`src/rtl/core/shp_pkg.sv`:
```
// shared types, codes and constants of the stepper homing positioner
`default_nettype none

package shp_pkg;

  // default motor resolution, steps per half turn is half of it
  localparam int unsigned STEPS_PER_TURN_DEF = 2048;

  // configuration port
  localparam int CFG_ADDR_W = 4;
  localparam int CFG_DATA_W = 32;

  // register reset values
  localparam logic [15:0] LIMIT_WAIT_RST  = 16'd50;
  localparam logic [9:0]  EDGE_SEARCH_RST = 10'd42;
  localparam logic [9:0]  DEEP_OFFSET_RST = 10'd42;

  // register indexes
  typedef enum logic [1:0] {
    REG_LIMIT_WAIT  = 2'd0,
    REG_EDGE_SEARCH = 2'd1,
    REG_DEEP_OFFSET = 2'd2
  } reg_idx_t;

  // func codes of an input item
  localparam logic [1:0] FUNC_TICK  = 2'd0;
  localparam logic [1:0] FUNC_MOVE  = 2'd1;
  localparam logic [1:0] FUNC_HOME  = 2'd2;
  // unused code, taken as a plain tick
  localparam logic [1:0] FUNC_SPARE = 2'd3;

  // kind of request carried or pending
  typedef enum logic [1:0] {
    KIND_NONE = 2'd0,
    KIND_MOVE = 2'd1,
    KIND_HOME = 2'd2
  } kind_t;

  // job phase
  typedef enum logic [3:0] {
    PH_IDLE  = 4'd0,
    PH_LEFT  = 4'd1,
    PH_WAIT  = 4'd2,
    PH_SEEK  = 4'd3,
    PH_BACK  = 4'd4,
    PH_APPR  = 4'd5,
    PH_APPR2 = 4'd6,
    PH_DEEP  = 4'd7,
    PH_MOVE  = 4'd8
  } phase_t;

  typedef struct packed {
    logic [1:0]         func;
    logic signed [15:0] target_steps;
    logic               left_limit_level;
    logic               right_limit_level;
    logic               home_level;
  } in_item_t;

  typedef struct packed {
    logic               step_pulse;
    logic               step_toward_left;
    logic               motor_enable;
    logic               busy_res;
    logic               calibrated;
    logic               homing_failed;
    logic signed [15:0] position_steps;
  } out_item_t;

  // classified tick handed from front to back
  typedef struct packed {
    kind_t              kind;
    logic signed [15:0] target;
    logic               left_hit;
    logic               right_hit;
    logic               home_on;
  } cmd_t;

  // configuration seen by the tick engine
  typedef struct packed {
    logic [15:0] limit_wait;
    logic [9:0]  edge_search;
    logic [9:0]  deep_offset;
  } cfg_t;

endpackage

`default_nettype wire

```
`src/rtl/core/stepper_homing_positioner.sv`:
```
// top level of the stepper homing positioner: register port and front/back wiring
`default_nettype none

// Each input item is one tick: it samples the two limit switches and the home
// sensor, may carry a move target or a home request, and yields exactly one
// result item with the step command, status flags and position. The block
// takes one item per clock while its input queue is not full; results wait
// in its two-entry output queue. An item is registered in the input queue and
// its result in the output queue. The tick engine resolves every phase change
// of a tick, including a homing run that hands over to a move, combinationally.
// Homing runs after reset. Registers: limit wait ticks at 0x0, edge search
// steps at 0x4, deep offset steps at 0x8; write them only while the block is idle.
module stepper_homing_positioner #(
  parameter int unsigned STEPS_PER_TURN = shp_pkg::STEPS_PER_TURN_DEF
) (
  input  wire logic                            clk,
  input  wire logic                            rst_n,
  input  wire logic                            push,
  output logic                                 full,
  input  wire shp_pkg::in_item_t               in_item,
  output logic                                 empty,
  input  wire logic                            pop,
  output shp_pkg::out_item_t                   out_item,
  input  wire logic                            psel,
  input  wire logic                            penable,
  input  wire logic                            pwrite,
  input  wire logic [shp_pkg::CFG_ADDR_W-1:0]  paddr,
  input  wire logic [shp_pkg::CFG_DATA_W-1:0]  pwdata,
  output logic [shp_pkg::CFG_DATA_W-1:0]       prdata,
  output logic                                 pready
);
  import shp_pkg::*;

  cfg_t     cfg_r;
  reg_idx_t reg_sel;
  logic     cfg_we;
  logic     cmd_valid, cmd_ready;
  cmd_t     cmd;

  assign pready  = 1'b1;
  assign reg_sel = reg_idx_t'(paddr[3:2]);
  assign cfg_we  = psel && penable && pwrite && pready;

  // register writes
  always_ff @(posedge clk) begin
    if (!rst_n) begin
      cfg_r.limit_wait  <= LIMIT_WAIT_RST;
      cfg_r.edge_search <= EDGE_SEARCH_RST;
      cfg_r.deep_offset <= DEEP_OFFSET_RST;
    end else if (cfg_we) begin
      case (reg_sel)
        REG_LIMIT_WAIT:  cfg_r.limit_wait  <= pwdata[15:0];
        REG_EDGE_SEARCH: cfg_r.edge_search <= pwdata[9:0];
        REG_DEEP_OFFSET: cfg_r.deep_offset <= pwdata[9:0];
        default: ;
      endcase
    end
  end

  // register reads
  always_comb begin
    case (reg_sel)
      REG_LIMIT_WAIT:  prdata = {16'd0, cfg_r.limit_wait};
      REG_EDGE_SEARCH: prdata = {22'd0, cfg_r.edge_search};
      REG_DEEP_OFFSET: prdata = {22'd0, cfg_r.deep_offset};
      default:         prdata = '0;
    endcase
  end

  shp_front u_front (
    .clk       (clk),
    .rst_n     (rst_n),
    .push      (push),
    .full      (full),
    .in_item   (in_item),
    .cmd_valid (cmd_valid),
    .cmd_ready (cmd_ready),
    .cmd       (cmd)
  );

  shp_back #(
    .STEPS_PER_TURN (STEPS_PER_TURN)
  ) u_back (
    .clk       (clk),
    .rst_n     (rst_n),
    .cfg       (cfg_r),
    .cmd_valid (cmd_valid),
    .cmd_ready (cmd_ready),
    .cmd       (cmd),
    .empty     (empty),
    .pop       (pop),
    .out_item  (out_item)
  );

endmodule

`default_nettype wire

```
`src/rtl/core/shp_front.sv`:
```
// front end: accepts items, classifies them and queues them for the tick engine
`default_nettype none

module shp_front (
  input  wire logic             clk,
  input  wire logic             rst_n,
  input  wire logic             push,
  output logic                  full,
  input  wire shp_pkg::in_item_t in_item,
  output logic                  cmd_valid,
  input  wire logic             cmd_ready,
  output shp_pkg::cmd_t         cmd
);
  import shp_pkg::*;

  cmd_t       q_r [2];
  logic       wp_r, rp_r;
  logic [1:0] cnt_r;
  cmd_t       cls;
  logic       wr_en, rd_en;

  // decode func and turn the raw sensor levels into active-high flags
  always_comb begin
    cls.target    = in_item.target_steps;
    cls.left_hit  = ~in_item.left_limit_level;
    cls.right_hit = ~in_item.right_limit_level;
    cls.home_on   = in_item.home_level;
    case (in_item.func)
      FUNC_MOVE: cls.kind = KIND_MOVE;
      FUNC_HOME: cls.kind = KIND_HOME;
      default:   cls.kind = KIND_NONE;
    endcase
  end

  assign full      = (cnt_r == 2'd2);
  assign cmd_valid = (cnt_r != 2'd0);
  assign wr_en     = push && !full;
  assign rd_en     = cmd_valid && cmd_ready;
  assign cmd       = q_r[rp_r];

  // queue storage
  always_ff @(posedge clk) begin
    if (wr_en) begin
      q_r[wp_r] <= cls;
    end
  end

  // queue pointers and fill
  always_ff @(posedge clk) begin
    if (!rst_n) begin
      wp_r  <= 1'b0;
      rp_r  <= 1'b0;
      cnt_r <= 2'd0;
    end else begin
      if (wr_en) wp_r <= ~wp_r;
      if (rd_en) rp_r <= ~rp_r;
      case ({wr_en, rd_en})
        2'b10:   cnt_r <= cnt_r + 2'd1;
        2'b01:   cnt_r <= cnt_r - 2'd1;
        default: cnt_r <= cnt_r;
      endcase
    end
  end

endmodule

`default_nettype wire

```
`src/rtl/core/shp_back.sv`:
```
// back end: tick engine for homing and moves, with the result queue
`default_nettype none

module shp_back #(
  parameter int unsigned STEPS_PER_TURN = shp_pkg::STEPS_PER_TURN_DEF
) (
  input  wire logic              clk,
  input  wire logic              rst_n,
  input  wire shp_pkg::cfg_t     cfg,
  input  wire logic              cmd_valid,
  output logic                   cmd_ready,
  input  wire shp_pkg::cmd_t     cmd,
  output logic                   empty,
  input  wire logic              pop,
  output shp_pkg::out_item_t     out_item
);
  import shp_pkg::*;

  // half range limits, both saturating at the ends of the 16 bit position range
  localparam int HALF = int'(STEPS_PER_TURN / 2);
  localparam int HI_I = (HALF > 32767) ? 32767 : HALF;
  localparam int LO_I = -((HALF > 32768) ? 32768 : HALF);
  localparam logic signed [15:0] HALF_HI = 16'(HI_I);
  localparam logic signed [15:0] HALF_LO = 16'(LO_I);
  // upper bound on the chain of homing phases evaluated in one tick
  localparam int HOME_EVALS = 6;

  phase_t             phase_r, phase_nxt;
  logic signed [15:0] position_r, position_nxt;
  logic               is_cal_r, is_cal_nxt;
  logic signed [15:0] move_target_r, move_target_nxt;
  kind_t              pending_kind_r, pending_kind_nxt;
  logic signed [15:0] pending_target_r, pending_target_nxt;
  logic [15:0]        cnt_r, cnt_nxt;
  logic               fail_r, fail_nxt;
  logic               then_move_r, then_move_nxt;

  out_item_t          oq_r [2];
  logic               owp_r, orp_r;
  logic [1:0]         ocnt_r;

  logic               take, opop;
  out_item_t          res;

  logic               cnt_lt_w, cnt_lt_e, cnt_lt_d;
  logic               wait_nz, edge_nz, deep_nz;

  logic               clr, inc, stepped, to_left, ended, go_move, zero_pos;
  logic               finish, finish_ok, lt_w, lt_e, lt_d;
  logic signed [15:0] p;

  assign cmd_ready = (ocnt_r != 2'd2);
  assign take      = cmd_valid && cmd_ready;
  assign empty     = (ocnt_r == 2'd0);
  assign opop      = pop && !empty;
  assign out_item  = oq_r[orp_r];

  // counter compares against the stored count and against a fresh zero
  assign cnt_lt_w = cnt_r < cfg.limit_wait;
  assign cnt_lt_e = cnt_r < {6'd0, cfg.edge_search};
  assign cnt_lt_d = cnt_r < {6'd0, cfg.deep_offset};
  assign wait_nz  = (cfg.limit_wait != 16'd0);
  assign edge_nz  = (cfg.edge_search != 10'd0);
  assign deep_nz  = (cfg.deep_offset != 10'd0);

  // one tick: latch request, start a job, walk homing phases, then move
  always_comb begin
    pending_kind_nxt   = pending_kind_r;
    pending_target_nxt = pending_target_r;
    phase_nxt          = phase_r;
    move_target_nxt    = move_target_r;
    is_cal_nxt         = is_cal_r;
    fail_nxt           = fail_r;
    then_move_nxt      = then_move_r;
    clr = 1'b0; inc = 1'b0; stepped = 1'b0; to_left = 1'b0;
    ended = 1'b0; go_move = 1'b0; zero_pos = 1'b0;
    finish = 1'b0; finish_ok = 1'b0;
    lt_w = 1'b0; lt_e = 1'b0; lt_d = 1'b0;

    // latest request wins
    case (cmd.kind)
      KIND_MOVE: begin
        pending_kind_nxt   = KIND_MOVE;
        pending_target_nxt = cmd.target;
      end
      KIND_HOME: pending_kind_nxt = KIND_HOME;
      default: ;
    endcase

    // start a pending job when idle
    if (phase_r == PH_IDLE && pending_kind_nxt != KIND_NONE) begin
      if (pending_kind_nxt == KIND_HOME) begin
        phase_nxt     = PH_LEFT;
        clr           = 1'b1;
        fail_nxt      = 1'b0;
        then_move_nxt = 1'b0;
      end else begin
        if (pending_target_nxt > HALF_HI) begin
          move_target_nxt = HALF_HI;
        end else if (pending_target_nxt < HALF_LO) begin
          move_target_nxt = HALF_LO;
        end else begin
          move_target_nxt = pending_target_nxt;
        end
        if (!is_cal_r) begin
          phase_nxt     = PH_LEFT;
          clr           = 1'b1;
          fail_nxt      = 1'b0;
          then_move_nxt = 1'b1;
        end else begin
          phase_nxt = PH_MOVE;
        end
      end
      pending_kind_nxt = KIND_NONE;
    end

    // homing phases that fall through without a step
    for (int i = 0; i < HOME_EVALS; i++) begin
      if (!(stepped || ended || go_move)) begin
        finish    = 1'b0;
        finish_ok = 1'b0;
        lt_w = clr ? wait_nz : cnt_lt_w;
        lt_e = clr ? edge_nz : cnt_lt_e;
        lt_d = clr ? deep_nz : cnt_lt_d;
        case (phase_nxt)
          PH_LEFT: begin
            if (cmd.left_hit) begin
              phase_nxt = PH_WAIT; clr = 1'b1;
            end else begin
              stepped = 1'b1; to_left = 1'b1;
            end
          end
          PH_WAIT: begin
            if (lt_w) begin
              inc = 1'b1; ended = 1'b1;
            end else begin
              phase_nxt = PH_SEEK; clr = 1'b1;
            end
          end
          PH_SEEK: begin
            if (cmd.home_on) begin
              phase_nxt = PH_BACK; clr = 1'b1;
            end else if (cmd.right_hit) begin
              fail_nxt = 1'b1; finish = 1'b1;
            end else begin
              stepped = 1'b1; to_left = 1'b0;
            end
          end
          PH_BACK: begin
            if (cmd.home_on && lt_e) begin
              inc = 1'b1; stepped = 1'b1; to_left = 1'b1;
            end else begin
              phase_nxt = PH_APPR; clr = 1'b1;
            end
          end
          PH_APPR: begin
            if (!cmd.home_on && lt_e) begin
              inc = 1'b1; stepped = 1'b1; to_left = 1'b0;
            end else if (cmd.home_on) begin
              phase_nxt = PH_APPR2; clr = 1'b1; stepped = 1'b1; to_left = 1'b1;
            end else begin
              finish = 1'b1; finish_ok = 1'b1;
            end
          end
          PH_APPR2: begin
            if (!cmd.home_on && lt_e) begin
              inc = 1'b1; stepped = 1'b1; to_left = 1'b0;
            end else if (cmd.home_on) begin
              phase_nxt = PH_DEEP; clr = 1'b1;
            end else begin
              finish = 1'b1; finish_ok = 1'b1;
            end
          end
          PH_DEEP: begin
            if (cmd.home_on && lt_d) begin
              inc = 1'b1; stepped = 1'b1; to_left = 1'b0;
            end else begin
              finish = 1'b1; finish_ok = 1'b1;
            end
          end
          PH_MOVE: go_move = 1'b1;
          default: begin
            phase_nxt = PH_IDLE; ended = 1'b1;
          end
        endcase
        // end of a homing run, possibly carrying on into the move
        if (finish) begin
          if (finish_ok || then_move_nxt) begin
            zero_pos   = 1'b1;
            is_cal_nxt = 1'b1;
          end
          clr = 1'b1;
          if (then_move_nxt) begin
            then_move_nxt = 1'b0;
            phase_nxt     = PH_MOVE;
            go_move       = 1'b1;
          end else begin
            phase_nxt = PH_IDLE;
            ended     = 1'b1;
          end
        end
      end
    end

    // move: one step toward the target, stopping on a limit
    p            = zero_pos ? 16'sd0 : position_r;
    position_nxt = p;
    if (go_move) begin
      if (p < move_target_nxt) begin
        if (cmd.right_hit) begin
          position_nxt = HALF_HI; phase_nxt = PH_IDLE;
        end else begin
          position_nxt = p + 16'sd1; stepped = 1'b1; to_left = 1'b0;
        end
      end else if (p > move_target_nxt) begin
        if (cmd.left_hit) begin
          position_nxt = HALF_LO; phase_nxt = PH_IDLE;
        end else begin
          position_nxt = p - 16'sd1; stepped = 1'b1; to_left = 1'b1;
        end
      end else begin
        phase_nxt = PH_IDLE;
      end
    end

    // phase counter
    if (inc) begin
      cnt_nxt = clr ? 16'd1 : cnt_r + 16'd1;
    end else begin
      cnt_nxt = clr ? 16'd0 : cnt_r;
    end

    // result item
    res.step_pulse       = stepped;
    res.step_toward_left = stepped && to_left;
    res.motor_enable     = (phase_nxt != PH_IDLE);
    res.busy_res         = (phase_nxt != PH_IDLE);
    res.calibrated       = is_cal_nxt;
    res.homing_failed    = fail_nxt;
    res.position_steps   = position_nxt;
  end

  // engine state
  always_ff @(posedge clk) begin
    if (!rst_n) begin
      phase_r          <= PH_LEFT;
      position_r       <= 16'sd0;
      is_cal_r         <= 1'b0;
      move_target_r    <= 16'sd0;
      pending_kind_r   <= KIND_NONE;
      pending_target_r <= 16'sd0;
      cnt_r            <= 16'd0;
      fail_r           <= 1'b0;
      then_move_r      <= 1'b0;
    end else if (take) begin
      phase_r          <= phase_nxt;
      position_r       <= position_nxt;
      is_cal_r         <= is_cal_nxt;
      move_target_r    <= move_target_nxt;
      pending_kind_r   <= pending_kind_nxt;
      pending_target_r <= pending_target_nxt;
      cnt_r            <= cnt_nxt;
      fail_r           <= fail_nxt;
      then_move_r      <= then_move_nxt;
    end
  end

  // result queue storage
  always_ff @(posedge clk) begin
    if (take) begin
      oq_r[owp_r] <= res;
    end
  end

  // result queue pointers and fill
  always_ff @(posedge clk) begin
    if (!rst_n) begin
      owp_r  <= 1'b0;
      orp_r  <= 1'b0;
      ocnt_r <= 2'd0;
    end else begin
      if (take) owp_r <= ~owp_r;
      if (opop) orp_r <= ~orp_r;
      case ({take, opop})
        2'b10:   ocnt_r <= ocnt_r + 2'd1;
        2'b01:   ocnt_r <= ocnt_r - 2'd1;
        default: ocnt_r <= ocnt_r;
      endcase
    end
  end

  // a stepping tick never ends a job
  a_step_busy: assert property (@(posedge clk) disable iff (!rst_n)
    take && res.step_pulse |-> res.busy_res)
    else $error("step issued on a finishing tick");

  // calibration is never lost
  a_cal_hold: assert property (@(posedge clk) disable iff (!rst_n)
    is_cal_r |=> is_cal_r)
    else $error("calibrated flag dropped");

  // a tick that finds the block idle leaves nothing pending
  a_pend_clear: assert property (@(posedge clk) disable iff (!rst_n)
    take && phase_r == PH_IDLE |=> pending_kind_r == KIND_NONE)
    else $error("request left pending while idle");

  // result queue never overfills
  a_oq_bound: assert property (@(posedge clk) disable iff (!rst_n)
    ocnt_r != 2'd3)
    else $error("result queue overflow");

endmodule

`default_nettype wire

```
`config.mk`:
```
export PLATFORM = sky130hd
export DESIGN_NAME = stepper_homing_positioner
export DESIGN_NICKNAME = d
export VERILOG_FILES = /design/src/rtl/core/shp_pkg.sv /design/src/rtl/core/stepper_homing_positioner.sv /design/src/rtl/core/shp_front.sv /design/src/rtl/core/shp_back.sv
export SDC_FILE = /design/constraint.sdc
export NUM_CORES = 1
export LEC_CHECK = 0
export BUFFER_PORTS_ARGS = -buffer_cell sky130_fd_sc_hd__buf_4
export CAP_MARGIN = 25
export CORE_MARGIN = 2
export CORE_UTILIZATION = 55
export CTS_BUF_LIST = sky130_fd_sc_hd__clkbuf_16
export CTS_CLUSTER_DIAMETER = 150
export DETAILED_ROUTE_END_ITERATION = 6
export PLACE_DENSITY = 0.75
export SLEW_MARGIN = 20
export SYNTH_ARGS = -nofsm -noshare
export SYNTH_HDL_FRONTEND = slang
export SYNTH_SLANG_ARGS = --single-unit
```
`constraint.sdc`:
```
create_clock -name clk -period 10.8 [get_ports clk]
set_input_delay 1.08 -clock clk [delete_from_list [all_inputs] [get_ports clk]]
set_output_delay 1.08 -clock clk [all_outputs]
set_load 0.01 [all_outputs]
```
; ---- After elaboration in Yosys (flattened, before gate mapping)
; Memory sizes are Yosys's and may differ from the RTL's. A register that Yosys moved wholly into a read port is not among the register bits.
; Cells that the tools add are included.
[op_classes]
add_sub_neg = 7
magnitude_cmp = 7
n_eq_ne = 61
muxes = 485
n_bitwise = 6
reduce_logical = 77
[ops]
columns = op, n
row1 = $mux W1, 345
row2 = $mux W4, 73
row3 = $mux W16, 14
row4 = $pmux W4 S7, 6
row5 = $eq A4 B3 Y1 const B, 24
row6 = $pmux W1 S6, 11
row7 = $eq A4 B2 Y1 const B, 12
row8 = $pmux W16 S3, 1
row9 = $reduce_or A7 Y1, 5
row10 = $lt A16 B10 Y1, 2
row11 = $lt A16 B16 Y1, 2
row12 = $pmux W1 S5, 6
row13 = $logic_and A1 B1 Y1, 25
row14 = $eq A4 B1 Y1 const B, 6
row15 = $eq A4 B4 Y1 const B, 6
row16 = $pmux W1 S4, 6
row17 = $reduce_or A2 Y1, 12
row18 = $pmux W1 S2, 11
row19 = $pmux W1 S3, 7
row20 = $reduce_bool A10 Y1, 2
row21 = $add A16 B1 Y16 const B, 1
row22 = $add A16 B2 Y16 const B, 1
row23 = $gt A16 B12 Y1 const B, 1
row24 = $gt A16 B16 Y1, 1
row25 = other kinds (18), 63
[totals]
register_bits = 117
mem_bits_rw = 86
input_bits = 64
memories = 2
[mem_list]
columns = memory, words, width, read_ports, rd_clocked_by_memory_dff, wr, line
row1 = u_back.oq_r, 2, 22, 1, 1, 1, shp_back.sv:38  ; out_item_t oq_r [2];
row2 = u_front.q_r, 2, 21, 1, 1, 1, shp_front.sv:16  ; cmd_t q_r [2];

; ---- Logic depth before layout (Yosys ltp)
[depth]
depth_word = 53
depth_mapped = 39

; ---- Cells and area by module
; From an unflattened synthesis, not the netlist that was laid out.
[unflattened]
hier_cells = 1425
hier_area_um2 = 12728.5
[modules_own_cells]
columns = module, instances, cells_each, area_per_inst_um2
row1 = shp_back, 1, 1128, 9136.3
row2 = stepper_homing_positioner, 1, 202, 1825.5
row3 = shp_front, 1, 95, 1766.7

; ---- Worst setup path before layout
; No wires, ideal clock.
[synth_timing]
path_kind = reg2reg
start = reg (tool-made name)
end = mem u_back.oq_r[0][10] (netlist bit) (data pin)
t_arrival_ps = 8194
t_required_ps = 10534
slack_ps = 2340
stages_incl_launch_ff = 38
synth_period_minus_slack_ps = 8460
cell_sequence = dfxtp_1 buf_6 clkbuf_1 clkbuf_1 mux2i_1 inv_1 ha_1 buf_2 mux2_4 a211oi_2 nand2_1 a211oi_2 o21ai_1 o41a_2 a311oi_4 mux2i_2 or3_1 o21a_1 [2 not listed] nand2_1 inv_1 ha_1 a21o_1 a21o_1 a21o_1 a21oi_1 nor2b_1 o21ai_0 and3_1 a21bo_2 clkbuf_1 and2_1 clkbuf_1 nand2_1 or3_1 a211oi_1 nor2_1
[synth_lines]
columns = element, line
row1 = end: declaration, shp_back.sv:38

==> results_dict.tcl <==
set metrics [dict create \
    die_area_um2 23600 \
    route.detailed.drc 0 \
    hp-start "u_back.pending_target_r[11]" \
    rows 54 \
    synth_area_leaders "edfxtp_1, dfxtp_1, ha_1, nand2_1, nor2_1" \
    fmaxAchievable_mhz 108 \
    grt_pass1_vias 10100 \
    drive_gt1_share_pct 14.1 \
    start_kind "flop" \
    ctsRootBufferMaster "clkbuf_16" \
    path_clk_slew_ns 0.06 \
    fin_crit_sh_pct 85.9 \
    yosys.cell_types.count 101 \
    cpLargestDelayFamily "compound AO/OA/AOI/OAI gates" \
    busiest_layer "met1" \
    rsz0062_at_grt "no" \
    post-cts-setup-buffers 0 \
    synth_ff_type "dfxtp_1" \
    synth-seq-cells 203 \
    tightest_slew_ns 0.971 \
    wl_per_cell_um 18.5 \
    netlist_top_cells_count "nand2_1, nor2_1, dfxtp_1" \
    yosysTopAreaCell "edfxtp_1" \
    status "complete, no violations" \
    die_h_um 154 \
    antennaDiodeCount 0 \
    clk_latency_ns 0.52 \
    path_max_fanout 36 \
    first_pass_iters 5 \
    areaGrowthSynthToFinish_pct 11.7 \
    final_nets 1591 \
    io_buffers 85 \
    arrival_ns 9.54 \
    syn_area_per_cell_um2 8.60 \
    slowest_delay_ns 0.68 \
    relSlewSlack_pct 35.2 \
    crit_path_end_kind "flop" \
    fillers 1914 \
    antenna_found_initial 0 \
    synthMuxAreaShare_pct 5.76 \
    core-area_um2 21900 \
    fp.dieW_um 154 \
    synth_edf_count 84 \
    cts_sinks 203 \
    slowest_stage "o21a_1" \
    setup_tns_ns 0 \
    fin_area_um2 13700 \
    ant_nets 0 \
    dp_cells 1722 \
    overflow 0 \
    placed_cell_area_um2 13000 \
    finalSetupViolations 0 \
    met3_usage_pct 3.78 \
    cts_resized 0 \
    path_buf_inv 2 \
    synth-compound-area-share_pct 20.1 \
    p_leak_nw 5.43 \
    synth_async_sr_flop_share_pct 0 \
    cts_buffers 23 \
    viasPerCell 6.18 \
    grt_usage_pct 27.4 \
    cap_violations 0 \
    drt_iter0_drc 1153 \
    required_ns 11.06 \
    power.density_nw_per_um2 263 \
    criticalPathCategory "flop to flop" \
    hpwl_um 23700 \
    yosysMostFrequentCell "nand2_1" \
    io_pins 121 \
    total_power_w 0.00361 \
    hold_path_class "flop to flop" \
    clockBufferDepth 3 \
    hold_viol 0 \
    layout_setup_ws_ns 1.52 \
    finalClockSkew_ns 0.0165 \
    synthAdderAreaFrac_pct 5.79 \
    synth-simple-area-share_pct 21.6 \
    period_needed_ns 9.28 \
    cts_tree "done" \
    final_cells 1767 \
    yosysWarnings 0 \
    grt_pass1_wl_um 53400 \
    grt_use_met2_pct 40.7 \
    synth_xor_xnor_area_share_pct 1.07 \
    netlist_area_um2 12300 \
    initial_utilization_pct 56.3 \
    drt-total-wl_um 32700 \
    synth_cells 1432 \
    drv_slew 0 \
    grt.met1_usage_pct 42.2 \
    synth_top_family_by_area "simple AND/OR/NAND/NOR gates" \
    synth_seq_area_share_pct 39.8 \
    vias 10900 \
    synth.top_cell.area_share_pct 20.5 \
    ir_worst_vdd_mv 0.216 \
    gp_congestion 0.912 \
    grt_max_degree 81 \
    dp_slack_ns 1.46 \
    ctsHoldBuffers 0 \
    htreeDepth 1 \
]
[worst min-delay path, stage by stage (launching register included)]
cell and delay [ns]:
dfxtp_1 0.31, nand2_1 0.05, a21oi_1 0.05
[cells in the final DEF (no fill, tap or decap), types with 5 or more instances in the layout]
| master | n |
|---|---|
| nor3_1 | 30 |
| ha_1 | 56 |
| mux2i_1 | 41 |
| o21a_1 | 13 |
| clkinv_2 | 5 |
| nand2_1 | 176 |
| dfxtp_1 | 119 |
| nor4_1 | 15 |
| inv_1 | 60 |
| a211oi_1 | 23 |
| or2_2 | 7 |
| o21ai_1 | 15 |
| a21oi_1 | 107 |
| nand4_1 | 22 |
| xnor2_1 | 9 |
| nand2b_1 | 12 |
| nand3_1 | 50 |
| a31oi_1 | 15 |
| clkinv_1 | 5 |
| nor2_1 | 145 |
| o21ai_0 | 81 |
| mux2_2 | 24 |
| nor2b_1 | 14 |
| clkbuf_16 | 23 |
| o31ai_1 | 7 |
| and3_1 | 20 |
| or3_1 | 15 |
| conb_1 | 17 |
| o211ai_1 | 18 |
| xor2_1 | 6 |
| a21o_1 | 13 |
| buf_4 | 92 |
| and2_1 | 15 |
| edfxtp_1 | 84 |
[routing by layer]
layer / routed length, um / up-vias / share of wire [%]
met5: 0 / - / 0
met4: 548 / 0 / 1.7
met3: 2480 / 50 / 7.6
met2: 13900 / 430 / 42
met1: 15800 / 5199 / 48
li1: - / 5245 / -
[stage by stage]
stage	hold WS (ns)	utilization, %
after floorplan	0.437	-
after global placement	0.442	59.2
after detailed placement	0.450	59.3
after CTS	0.460	62.6
after global routing	0.487	62.8
final	0.457	62.8
[report_power, final]
part	internal [W]	total, W	switching (W)
registers	0.000992	0.00111	0.000113
clock network	0.000438	0.000755	0.000317
logic	0.000643	0.00175	0.00111
[cell families after synthesis]
kind of cell	Yosys count
buf+inv	161
compound gates	373
xor+xnor	15
fa+ha+maj	57
simple gates	554
mux	67
flops	203
other cells	2
[sequential cells by signal, summed over array words and instances, names as in the netlist, named ones only]
name,flops
u_back.oq_r,42
u_front.wp_r,1
cfg_r,36
u_back.pending_target_r,16
u_back.orp_r,1
u_back.fail_r,1
u_back.owp_r,1
u_back.ocnt_r,2
u_back.phase_r,4
u_front.q_r,42
u_back.pending_kind_r,2
u_back.position_r,16
u_back.then_move_r,1
u_back.move_target_r,16
u_back.cnt_r,16
u_back.is_cal_r,1
u_front.cnt_r,2
u_front.rp_r,1
[path summary, 6_finish.rpt]
path	to	slack (ns)	depth (start not counted)
setup / recovery	u_back.oq_r[0][10]	1.52	30
hold / removal	u_back.pending_target_r[11]	0.46	2
setup reg to reg	u_back.oq_r[0][10]	1.52	30
hold reg to reg	u_back.pending_target_r[11]	0.46	2
[final cells by class]
class / instances / area [um2] / area share [%]
Tap cell: 280 / 350 / 2.55
Multi-Input combinational cell: 1083 / 6790 / 49.4
Clock inverter: 19 / 150 / 1.09
Timing Repair Buffer: 97 / 747 / 5.43
Sequential cell: 203 / 4900 / 35.7
Inverter: 62 / 233 / 1.69
Clock buffer: 23 / 576 / 4.19
(Power assumes the default switching activity.)
